$ cat config.mk
export PLATFORM = sky130hd
export DESIGN_NAME = base32_block_decoder
export DESIGN_NICKNAME = d
export VERILOG_FILES = /design/src/hw/rtl/b32d_pkg.sv /design/src/hw/rtl/b32d_front.sv /design/src/hw/rtl/b32d_fifo.sv /design/src/hw/rtl/b32d_back.sv /design/src/hw/rtl/base32_block_decoder.sv
export SDC_FILE = /design/constraint.sdc
export NUM_CORES = 1
export LEC_CHECK = 0
export BUFFER_PORTS_ARGS = -buffer_cell sky130_fd_sc_hd__clkbuf_2
export CORE_AREA = 2 2 173 175
export DETAILED_ROUTE_END_ITERATION = 10
export DIE_AREA = 0 0 175 177
export PLACE_DENSITY_LB_ADDON = 0.1
export SLEW_MARGIN = 20
export SYNTH_ARGS = -nofsm -noshare
export SYNTH_HDL_FRONTEND = slang
export SYNTH_HIERARCHICAL = 1
export SYNTH_SLANG_ARGS = --single-unit
$ cat constraint.sdc
create_clock -name i_clk -period 18.6 [get_ports i_clk]
set_input_delay 3.72 -clock i_clk [delete_from_list [all_inputs] [get_ports i_clk]]
set_output_delay 3.72 -clock i_clk [all_outputs]
set_load 0.05 [all_outputs]
$ cat src/hw/rtl/b32d_pkg.sv
package b32d_pkg;

    localparam int unsigned CHARS     = 8;
    localparam int unsigned CHAR_W    = 8;
    localparam int unsigned SYM_W     = 5;
    localparam int unsigned BYTES     = 5;
    localparam int unsigned GROUP_W   = CHARS * SYM_W;
    localparam int unsigned CNT_W     = 3;
    localparam int unsigned PAD_W     = 4;
    localparam int unsigned IN_DATA_W = CHARS * CHAR_W;
    localparam int unsigned OUT_DATA_W = 48;

    localparam logic [CHAR_W-1:0] PAD_CHAR     = 8'h3D;
    localparam logic [CHAR_W-1:0] UPPER_A      = 8'h41;
    localparam logic [CHAR_W-1:0] UPPER_Z      = 8'h5A;
    localparam logic [CHAR_W-1:0] LOWER_A      = 8'h61;
    localparam logic [CHAR_W-1:0] LOWER_Z      = 8'h7A;
    localparam logic [CHAR_W-1:0] DIGIT_2      = 8'h32;
    localparam logic [CHAR_W-1:0] DIGIT_7      = 8'h37;
    localparam logic [CHAR_W-1:0] DIGIT_OFFSET = 8'd26;

    localparam logic [CNT_W-1:0] BYTES_FOR_CHARS [0:CHARS] =
        '{3'd0, 3'd0, 3'd1, 3'd0, 3'd2, 3'd3, 3'd0, 3'd4, 3'd5};

    typedef enum logic [1:0] {
        ST_OK         = 2'd0,
        ST_BAD_CHAR   = 2'd1,
        ST_BAD_PAD    = 2'd2,
        ST_SUPPRESSED = 2'd3
    } t_status;

    typedef struct packed {
        logic             ok;
        logic [SYM_W-1:0] val;
    } t_sym;

    typedef struct packed {
        logic [GROUP_W-1:0] group;
        logic [CNT_W-1:0]   nbytes;
        t_status            status;
        logic               last;
    } t_cls;

    function automatic t_sym sym_value(input logic [CHAR_W-1:0] c);
        t_sym s;
        logic [CHAR_W-1:0] d;
        s = '0;
        d = '0;
        if (c >= UPPER_A && c <= UPPER_Z) begin
            d = c - UPPER_A;
            s = '{ok: 1'b1, val: d[SYM_W-1:0]};
        end else if (c >= LOWER_A && c <= LOWER_Z) begin
            d = c - LOWER_A;
            s = '{ok: 1'b1, val: d[SYM_W-1:0]};
        end else if (c >= DIGIT_2 && c <= DIGIT_7) begin
            d = c - DIGIT_2 + DIGIT_OFFSET;
            s = '{ok: 1'b1, val: d[SYM_W-1:0]};
        end
        return s;
    endfunction

endpackage

$ cat src/hw/rtl/b32d_front.sv
module b32d_front (
    input  logic                          i_clk,
    input  logic                          i_rst_n,
    input  logic                          i_s_axis_tvalid,
    output logic                          o_s_axis_tready,
    input  logic [b32d_pkg::IN_DATA_W-1:0] i_s_axis_tdata,
    input  logic                          i_s_axis_tlast,
    output logic                          o_push,
    output b32d_pkg::t_cls                o_cls,
    input  logic                          i_full
);
    import b32d_pkg::*;

    logic              r_valid;
    t_cls              r_cls;
    t_cls              n_cls;
    logic              take;
    logic              run;
    logic [PAD_W-1:0]  pad;
    logic [PAD_W-1:0]  nvalid;
    logic              char_err;
    t_sym              sym;

    // pad run, symbol decode and error class for one block
    always_comb begin
        run      = i_s_axis_tlast;
        pad      = '0;
        char_err = 1'b0;
        sym      = '0;
        n_cls    = '0;
        for (int i = 0; i < CHARS; i++) begin
            if (run && i_s_axis_tdata[(CHARS-1-i)*CHAR_W +: CHAR_W] == PAD_CHAR) begin
                pad = pad + 1'b1;
            end else begin
                run = 1'b0;
            end
        end
        nvalid = PAD_W'(CHARS) - pad;
        for (int i = 0; i < CHARS; i++) begin
            sym = sym_value(i_s_axis_tdata[i*CHAR_W +: CHAR_W]);
            if (PAD_W'(i) < nvalid) begin
                n_cls.group[GROUP_W-1-i*SYM_W -: SYM_W] = sym.val;
                if (!sym.ok) begin
                    char_err = 1'b1;
                end
            end
        end
        n_cls.nbytes = BYTES_FOR_CHARS[nvalid];
        n_cls.last   = i_s_axis_tlast;
        if (n_cls.nbytes == '0) begin
            n_cls.status = ST_BAD_PAD;
        end else if (char_err) begin
            n_cls.status = ST_BAD_CHAR;
        end else begin
            n_cls.status = ST_OK;
        end
    end

    assign o_push          = r_valid && !i_full;
    assign o_s_axis_tready = !r_valid || !i_full;
    assign take            = i_s_axis_tvalid && o_s_axis_tready;
    assign o_cls           = r_cls;

    always_ff @(posedge i_clk) begin
        if (!i_rst_n) begin
            r_valid <= 1'b0;
        end else if (take) begin
            r_valid <= 1'b1;
        end else if (o_push) begin
            r_valid <= 1'b0;
        end
    end

    always_ff @(posedge i_clk) begin
        if (take) begin
            r_cls <= n_cls;
        end
    end

endmodule

$ cat src/hw/rtl/b32d_fifo.sv
module b32d_fifo #(
    parameter int unsigned DEPTH = 4
) (
    input  logic           i_clk,
    input  logic           i_rst_n,
    input  logic           i_push,
    input  b32d_pkg::t_cls i_cls,
    output logic           o_full,
    input  logic           i_pop,
    output logic           o_valid,
    output b32d_pkg::t_cls o_cls
);
    import b32d_pkg::*;

    localparam int unsigned PTR_W = (DEPTH > 1) ? $clog2(DEPTH) : 1;
    localparam int unsigned CNT_FW = $clog2(DEPTH + 1);

    t_cls              r_mem [DEPTH];
    logic [PTR_W-1:0]  r_wr_ptr;
    logic [PTR_W-1:0]  r_rd_ptr;
    logic [CNT_FW-1:0] r_count;
    logic              wr;
    logic              rd;

    assign o_full  = r_count == CNT_FW'(DEPTH);
    assign o_valid = r_count != '0;
    assign o_cls   = r_mem[r_rd_ptr];
    assign wr      = i_push && !o_full;
    assign rd      = i_pop && o_valid;

    always_ff @(posedge i_clk) begin
        if (!i_rst_n) begin
            r_wr_ptr <= '0;
            r_rd_ptr <= '0;
            r_count  <= '0;
        end else begin
            if (wr) begin
                r_wr_ptr <= (r_wr_ptr == PTR_W'(DEPTH - 1)) ? '0 : r_wr_ptr + 1'b1;
            end
            if (rd) begin
                r_rd_ptr <= (r_rd_ptr == PTR_W'(DEPTH - 1)) ? '0 : r_rd_ptr + 1'b1;
            end
            if (wr && !rd) begin
                r_count <= r_count + 1'b1;
            end else if (rd && !wr) begin
                r_count <= r_count - 1'b1;
            end
        end
    end

    always_ff @(posedge i_clk) begin
        if (wr) begin
            r_mem[r_wr_ptr] <= i_cls;
        end
    end

    a_no_overflow: assert property (@(posedge i_clk) disable iff (!i_rst_n)
        r_count <= CNT_FW'(DEPTH))
        else $error("queue count above depth");

    a_count_tracks: assert property (@(posedge i_clk) disable iff (!i_rst_n)
        (wr && !rd) |=> r_count == $past(r_count) + 1'b1)
        else $error("queue count lost a write");

endmodule

$ cat src/hw/rtl/b32d_back.sv
module b32d_back (
    input  logic                            i_clk,
    input  logic                            i_rst_n,
    input  logic                            i_valid,
    input  b32d_pkg::t_cls                  i_cls,
    output logic                            o_pop,
    output logic                            o_m_axis_tvalid,
    input  logic                            i_m_axis_tready,
    output logic [b32d_pkg::OUT_DATA_W-1:0] o_m_axis_tdata,
    output logic [1:0]                      o_m_axis_tuser,
    output logic                            o_m_axis_tlast
);
    import b32d_pkg::*;

    logic                    r_err_seen;
    logic                    r_m_valid;
    logic [BYTES*8-1:0]      r_bytes;
    logic [CNT_W-1:0]        r_count;
    t_status                 r_status;
    logic                    r_last;
    logic [BYTES*8-1:0]      n_bytes;
    logic [CNT_W-1:0]        n_count;
    t_status                 n_status;

    assign o_pop = i_valid && (!r_m_valid || i_m_axis_tready);

    // byte i is the top-aligned slice of the group, zero beyond the count or when the status is not ok
    always_comb begin
        n_bytes  = '0;
        n_count  = '0;
        n_status = r_err_seen ? ST_SUPPRESSED : i_cls.status;
        if (n_status == ST_OK) begin
            n_count = i_cls.nbytes;
            for (int i = 0; i < BYTES; i++) begin
                if (CNT_W'(i) < i_cls.nbytes) begin
                    n_bytes[i*8 +: 8] = i_cls.group[GROUP_W-1-i*8 -: 8];
                end
            end
        end
    end

    always_ff @(posedge i_clk) begin
        if (!i_rst_n) begin
            r_err_seen <= 1'b0;
            r_m_valid  <= 1'b0;
        end else begin
            if (o_pop) begin
                r_m_valid  <= 1'b1;
                r_err_seen <= !i_cls.last && (n_status != ST_OK);
            end else if (i_m_axis_tready) begin
                r_m_valid <= 1'b0;
            end
        end
    end

    always_ff @(posedge i_clk) begin
        if (o_pop) begin
            r_bytes  <= n_bytes;
            r_count  <= n_count;
            r_status <= n_status;
            r_last   <= i_cls.last;
        end
    end

    assign o_m_axis_tvalid = r_m_valid;
    assign o_m_axis_tdata  = {{(OUT_DATA_W - BYTES*8 - CNT_W){1'b0}}, r_count, r_bytes};
    assign o_m_axis_tuser  = r_status;
    assign o_m_axis_tlast  = r_last;

    a_err_zero: assert property (@(posedge i_clk) disable iff (!i_rst_n)
        (r_m_valid && r_status != ST_OK) |-> (r_count == '0 && r_bytes == '0))
        else $error("error result carries data");

    a_ok_nonempty: assert property (@(posedge i_clk) disable iff (!i_rst_n)
        (r_m_valid && r_status == ST_OK) |-> r_count != '0)
        else $error("ok result without bytes");

    a_last_clears: assert property (@(posedge i_clk) disable iff (!i_rst_n)
        (o_pop && i_cls.last) |=> !r_err_seen)
        else $error("error flag survived end of message");

endmodule

$ cat src/hw/rtl/base32_block_decoder.sv
// channel   | direction | tdata                                  | tuser      | tlast
// s_axis    | in        | char0..char7, 8 bits each              | -          | msg_last
// m_axis    | out       | byte0..byte4, byte_count, 5 zero bits  | status     | message_end
//
// one block per cycle sustained while m_axis does not stall; an accepted block passes
// through the input register, the queue and the output register on its way to m_axis
// reset clears the error flag, the queue and both valid registers
// a stalled m_axis fills the queue; s_axis tready drops once the queue and
// the input register are both full
module base32_block_decoder #(
    parameter int unsigned QUEUE_DEPTH = 4
) (
    input  logic        i_clk,
    input  logic        i_rst_n,
    input  logic        i_s_axis_tvalid,
    output logic        o_s_axis_tready,
    input  logic [63:0] i_s_axis_tdata,   // char0 .. char7
    input  logic        i_s_axis_tlast,   // msg_last
    output logic        o_m_axis_tvalid,
    input  logic        i_m_axis_tready,
    output logic [47:0] o_m_axis_tdata,   // byte0 .. byte4, byte_count, zero fill
    output logic [1:0]  o_m_axis_tuser,   // status
    output logic        o_m_axis_tlast    // message_end
);
    import b32d_pkg::*;

    logic push;
    logic full;
    logic pop;
    logic q_valid;
    t_cls front_cls;
    t_cls q_cls;

    b32d_front u_front (
        .i_clk           (i_clk),
        .i_rst_n         (i_rst_n),
        .i_s_axis_tvalid (i_s_axis_tvalid),
        .o_s_axis_tready (o_s_axis_tready),
        .i_s_axis_tdata  (i_s_axis_tdata),
        .i_s_axis_tlast  (i_s_axis_tlast),
        .o_push          (push),
        .o_cls           (front_cls),
        .i_full          (full)
    );

    b32d_fifo #(
        .DEPTH (QUEUE_DEPTH)
    ) u_fifo (
        .i_clk   (i_clk),
        .i_rst_n (i_rst_n),
        .i_push  (push),
        .i_cls   (front_cls),
        .o_full  (full),
        .i_pop   (pop),
        .o_valid (q_valid),
        .o_cls   (q_cls)
    );

    b32d_back u_back (
        .i_clk           (i_clk),
        .i_rst_n         (i_rst_n),
        .i_valid         (q_valid),
        .i_cls           (q_cls),
        .o_pop           (pop),
        .o_m_axis_tvalid (o_m_axis_tvalid),
        .i_m_axis_tready (i_m_axis_tready),
        .o_m_axis_tdata  (o_m_axis_tdata),
        .o_m_axis_tuser  (o_m_axis_tuser),
        .o_m_axis_tlast  (o_m_axis_tlast)
    );

endmodule

Word level (Yosys, flattened, before mapping):

Memory sizes are Yosys's and may differ from the RTL's. A register that Yosys moved wholly into a read port is not among the register bits.
Cells that the tools add are included.

* memories: 2
* flip-flop bits (word level): 102
* bits in read-only memories: 48
* output and inout port bits: 53
* logic and storage cells: 276
* input port bits: 69
* bits in writable memories: 184

Memory list
* u_fifo.r_mem: depth 4, bits a word 46, rd ports 1, clocked after Yosys merged registers in 1, write ports 1, line b32d_fifo.sv:18 `t_cls r_mem [DEPTH];`
* (no name shown): depth 16, bits a word 3, rd ports 1, clocked after Yosys merged registers in 0, write ports 0, line b32d_front.sv:48 `n_cls.nbytes = BYTES_FOR_CHARS[nvalid];`

* mux-type cells: 71
* bitwise logic cells: 1
* add/subtract/negate cells: 44
* eq/ne operators: 11
* reductions and logical operators: 60
* magnitude comparators: 62

Operator list (count)
* 6-bit two-way mux: 24
* 8-bit by 7-bit greater-or-equal comparator with 1-bit output (second input constant): 16
* 8-bit by 7-bit <= comparator with 1-bit output (second input constant): 16
* 5-bit by 1-bit subtractor with 5-bit output (second input constant): 16
* 8-bit by 6-bit == test with 1-bit output (second input constant): 8
* 8-bit by 6-bit greater-or-equal comparator with 1-bit output (second input constant): 8
* 8-bit by 6-bit <= comparator with 1-bit output (second input constant): 8
* 5-bit adder (second input constant): 8
* 1-bit logical AND: 40
* 5-bit subtractor (second input constant): 8
* 1-bit two-way mux: 31
* 4-bit two-way mux: 7
* 4-bit by 1-bit adder with 4-bit output (second input constant): 6
* 3-bit by 4-bit < comparator with 1-bit output (first input constant): 4
* 3-bit two-way mux: 4
* 2-bit two-way mux: 5
* 2-bit AND reduction: 5
* 1-bit by 4-bit < comparator with 1-bit output (first input constant): 2
* 2-bit by 4-bit < comparator with 1-bit output (first input constant): 2
* 2-bit nonzero test: 4
* 1-bit logical NOT: 6
* 1-bit by 3-bit < comparator with 1-bit output (first input constant): 2
* 2-bit by 3-bit < comparator with 1-bit output (first input constant): 2
* 5-bit greater-or-equal comparator (second input constant): 1
* other kinds (13): 16

Depth between registers and ports, before layout:

* word-level depth: 35
* depth in mapped cells: 35
* gate-level depth less buffers: 32

By module:

Netlist, hierarchy kept.

By module, submodules not included
* b32d_fifo: instances 1, area an instance 7181.9 um^2, sequential area each 5705.5 um^2, cells an instance 291
* b32d_front: instances 1, area an instance 5252.5 um^2, sequential area each 1401.3 um^2, cells an instance 610
* b32d_back: instances 1, area an instance 1868.0 um^2, sequential area each 1421.4 um^2, cells an instance 115

Worst setup path before layout:

OpenSTA, ideal clock, no wires.

* path kind: input port to flip-flop
* start: input port i_s_axis_tdata[57]
* end: register u_front.r_cls (netlist bit u_front/o_cls[40]) (data pin)
* stages: 34
* data arrival time: 10.012 ns
* library setup time: 0.271 ns
* slack: 8.316 ns
* buffers on the path: 3
* required time: 18.329 ns
* path through: inv_1 ha_1 nand4_1 nor4_4 and2_1 ha_1 clkbuf_1 clkinv_1 xnor2_1 ha_1 o21a_1 ha_1 nand3_1 nand3_1 nor2_1 nor2_1 ha_1 and3_1 o32a_1 ha_1 mux2_2 ha_1 nand3_1 nand3_1 a311oi_2 or2_2 ha_1 clkbuf_1 or4_1 nand3_1 o211ai_2 o31ai_4 buf_2 a21oi_1

* cells in the longest elaborated chain, start to end: 19
* elaborated cells on any way between the ends: 33
* those cells by class: add/sub (8); order compare (1); eq/ne (1); mux (15); reduce/logical (8)

Ends and longest elaborated chain
* start: declaration: line base32_block_decoder.sv:17 `input logic [63:0] i_s_axis_tdata,`
* 8-bit by 6-bit == test with 1-bit output (*): line b32d_front.sv:32 `if (run && i_s_axis_tdata[(CHARS-1-i)*CHAR_W +: CHAR_W] == PAD_CHAR) begin`
* 1-bit logical AND (*): line b32d_front.sv:32
* 1-bit two-way mux: line b32d_front.sv:32
* 1-bit by 1-bit adder with 2-bit output or 1-bit logical AND (tied branches): line b32d_front.sv:33, b32d_front.sv:32
* 4-bit two-way mux or 1-bit two-way mux (tied branches): line b32d_front.sv:32
* 4-bit by 1-bit adder with 4-bit output or 1-bit logical AND (tied branches): line b32d_front.sv:33, b32d_front.sv:32
* 4-bit two-way mux or 1-bit two-way mux (tied branches): line b32d_front.sv:32
* 4-bit by 1-bit adder with 4-bit output or 1-bit logical AND (tied branches): line b32d_front.sv:33, b32d_front.sv:32
* [... 3 more ...]
* 4-bit by 1-bit adder with 4-bit output or 1-bit logical AND (tied branches): line b32d_front.sv:33, b32d_front.sv:32
* 4-bit two-way mux or 1-bit two-way mux (tied branches): line b32d_front.sv:32
* 4-bit by 1-bit adder with 4-bit output or 1-bit logical AND (tied branches): line b32d_front.sv:33, b32d_front.sv:32
* 4-bit two-way mux or 1-bit two-way mux (tied branches): line b32d_front.sv:32
* 4-bit by 1-bit adder with 4-bit output or 1-bit logical AND (tied branches): line b32d_front.sv:33, b32d_front.sv:32
* 4-bit two-way mux (*): line b32d_front.sv:32
* 4-bit subtractor (*): line b32d_front.sv:38 `nvalid = PAD_W'(CHARS) - pad;`
* 1-bit by 4-bit < comparator with 1-bit output (*): line b32d_front.sv:41 `if (PAD_W'(i) < nvalid) begin`
* end signal: assignment: line b32d_front.sv:76 `r_cls <= n_cls;`
* end: declaration: line b32d_front.sv:15 `t_cls r_cls;`

Every way passes the cells marked *; elsewhere a longest branch is shown, timed or not.
A chain may end at the register's enable or synchronous reset.

Worst setup path in the final report:

* start: input port i_s_axis_tdata[57]
* end: register u_front.r_cls (netlist bit u_front/o_cls[38]) (data pin)

Same word-level chain as after synthesis.

==> results.cfg <==
[outcome]
status = complete, no violations

[cts]
path_clk_slew_ns = 0.06
tritoncts = built
post_cts_resized = 0
cts_buffer_depth = 3
clk_latency_ns = 0.54
cts_buffers = 29
postCtsSetupBuffers = 0
cts_hold_repair.buffers = 0
cts.sink_count = 288
cts_root_buf = clkbuf_16
htreeDepth = 1

[timing]
fmax_mhz = 92.97
rsz0062_at_grt = false
tightest_slew_ns = 0.9711
timing.final.crit_share = 0.5783
fin_worst_skew_ns = 0.02442
fin_tns_setup_ns = 0
hold_viol_final = 0
hold_slack_ns = 0.4892
slew_headroom = 0.3526
setup_viol = 0
period_minus_slack_ns = 10.76
finalMaxSlewViolations = 0

[die]
fp.dieH_um = 177
initial_core_util = 0.4891
io_pins = 122
dieArea_mm2 = 0.03098
coreArea_mm2 = 0.02924
rows = 63
die_x_um = 175

[global_routing]
grt_pass1_vias = 8461
antenna_found_initial = 0
grt.overflow.total = 0
grt_pass1_wl_mm = 45.61
grt_max_degree = 48
grt_usage = 0.1859

[worst_setup_path]
slowest_stage = o31ai_4
start_kind = input pin
cp_common_cell = ha_1
path_class = input pin to register
critPathCaptureType = register
worst_path_largest_cell_delay_ns = 0.83
cp.arrival_ns = 11.00
critPathRequiredTime_ns = 18.84
cp_max_fo = 23

[logic_synthesis]
async_flop_share = 0
yosys.cell_types.count = 100
synth_top_area_cell = edfxtp_1
yosys-top-cells-count = 276 x edfxtp_1, 58 x ha_1, 49 x inv_1, 49 x nand2_1, 49 x nor2_1
yosysSeqAreaShare = 0.5963
synth_edf_count = 276
yosysTopAreaCellShare = 0.5795
avgSynthCellArea_um2 = 14.08
synth_ff_type = edfxtp_1
synth_seq_cells = 288
syn_inst = 1016
synth.most_common_cell = edfxtp_1
ys_top_cells_by_area = edfxtp_1 58%, mux4_2 6.3%, ha_1 5.1%
netlist_area_mm2 = 0.01430
ys_warn_count = 6

[hold_path]
hp-class = register to register

[placement]
placedCellCount = 1494
dp_hpwl_mm = 19.82
port_buffers = 116
postPlaceCellArea_mm2 = 0.01519
gp_congestion = 0.8829

[layout]
drive_gt1_frac = 0.2275
nets = 1263
design_area_mm2 = 0.01607
fill_cells = 2441
syn_to_final_growth_pct = 12.33
multi_input_area_mm2 = 0.005324
num_antenna_cells = 0
ff_latch_area_mm2 = 0.008531
final_cell_count_no_fill = 1546

[routing]
drt_first_pass_iters = 5
drt_iter0_drc = 584
drt_wl_total_mm = 28.62
wl_per_cell_um = 18.51
vias = 8636
via_per_inst = 5.586
drc = 0
antenna_left = 0

[power]
power_switching_mw = 0.5525
internal_power_mw = 1.235
p_per_area_mw_per_mm2 = 111.3
p_comb_frac = 0.227
p_sw_frac = 0.3090
leakagePower_nw = 5.776
clockPowerShare = 0.296
peakVddDrop_mv = 0.07038
p_seq_frac = 0.478

[job]
cap_violations = 0
per-stage QoR:
step                power, mW  setup slack (ns)    util
global placement        1.276             7.524  0.5195
floorplan               1.185             8.316       -
global route            1.865             7.174  0.5494
CTS                     1.809             7.864  0.5494
detailed placement      1.279             7.349  0.5195
finish                  1.788             7.844  0.5494
layout by cell type, fill, tap and decap left out, types with 7 or more instances in the layout:
master     synthesis  final
edfxtp_1         276    276
clkbuf_2           3    116
ha_1              58     58
inv_1             49     49
nand2_1           49     49
nor2_1            49     49
a21oi_1           44     44
mux4_2            40     40
and2_1            43     37
clkbuf_16          0     29
o21ai_0           29     29
xnor2_1           19     19
nand3_1           19     19
nor3_1            19     19
a31oi_1           15     15
and2_2             8     14
and3_1            14     14
nor3b_1           13     13
nor2b_1           12     12
nand2b_1          11     11
buf_4              6     11
mux2i_1           11     11
nand4_1           11     11
dfxtp_1           12     10
xor2_1            10     10
or3_1              9      9
o22ai_1            8      8
nand3b_1           8      8
clkinv_1           1      7
cells by family (layout without fill, tap and decap cells):
kind of cell             count (synthesis)  count (layout)  synth area share
buffers and inverters                   93             229           0.03307
AO/OA/AOI/OAI                          173             173           0.08416
flip-flops                             288             288            0.5963
AND/OR/NAND/NOR                        314             314            0.1319
other                                    1               5         0.0002622
adder cells (fa/ha/maj)                 59              59           0.05214
XOR/XNOR                                30              30           0.01968
multiplexers                            58              58           0.08249
state kept, by name (all words and copies together) (netlist names), named ones only:
register / cells
u_fifo/r_rd_ptr: 2
u_fifo/r_wr_ptr: 2
u_back/o_m_axis_tlast: 1
u_back/r_err_seen: 1
u_front/o_cls: 46
u_back/r_count: 3
u_back/o_m_axis_tuser: 2
u_front/r_valid: 1
u_fifo/r_mem: 184
u_back/o_m_axis_tvalid: 1
u_fifo/r_count: 3
u_back/r_bytes: 40
worst max-delay path: cells and delay by family:
family          cells  cell delay [ns]
xor+xnor            1             0.19
buf+inv             3             0.51
simple gates       13             2.27
compound gates      5             1.67
mux                 1             0.28
fa+ha+maj           8             2.31
power by group through the flow:
stage / combinational (mW) / sequential, mW / clock, mW
after floorplan: 0.188 / 0.997 / 0
after global placement: 0.409 / 0.867 / 0
after detailed placement: 0.409 / 0.870 / 0
after CTS: 0.410 / 0.856 / 0.542
after global routing: 0.436 / 0.864 / 0.565
final: 0.405 / 0.854 / 0.529
final cells by class:
cell class | count | area share
clock buffer | 35 | 0.04657
clock inverter | 17 | 0.007710
inverter | 50 | 0.01168
multi-input combinational | 639 | 0.3314
sequential | 288 | 0.5310
tap | 390 | 0.03037
timing repair buffer | 127 | 0.04128
final timing paths:
check / start / to / slack [ns] / cells past startpoint
min reg2reg: u_front/o_cls[5] / u_fifo/r_mem[2][5] / 0.49 / 0
max reg2reg: register / u_back/r_bytes[39] / 15.52 / 4
min: u_front/o_cls[5] / u_fifo/r_mem[2][5] / 0.49 / 0
max: i_s_axis_tdata[57] / u_front/o_cls[38] / 7.84 / 31
routing by layer:
layer | share of wire | GRT usage
met1 | 0.47 | 0.2712
met2 | 0.47 | 0.3040
met5 | 0 | 0
met4 | 0.017 | 0.04236
met3 | 0.039 | 0.01912
(Power assumes the default switching activity.)
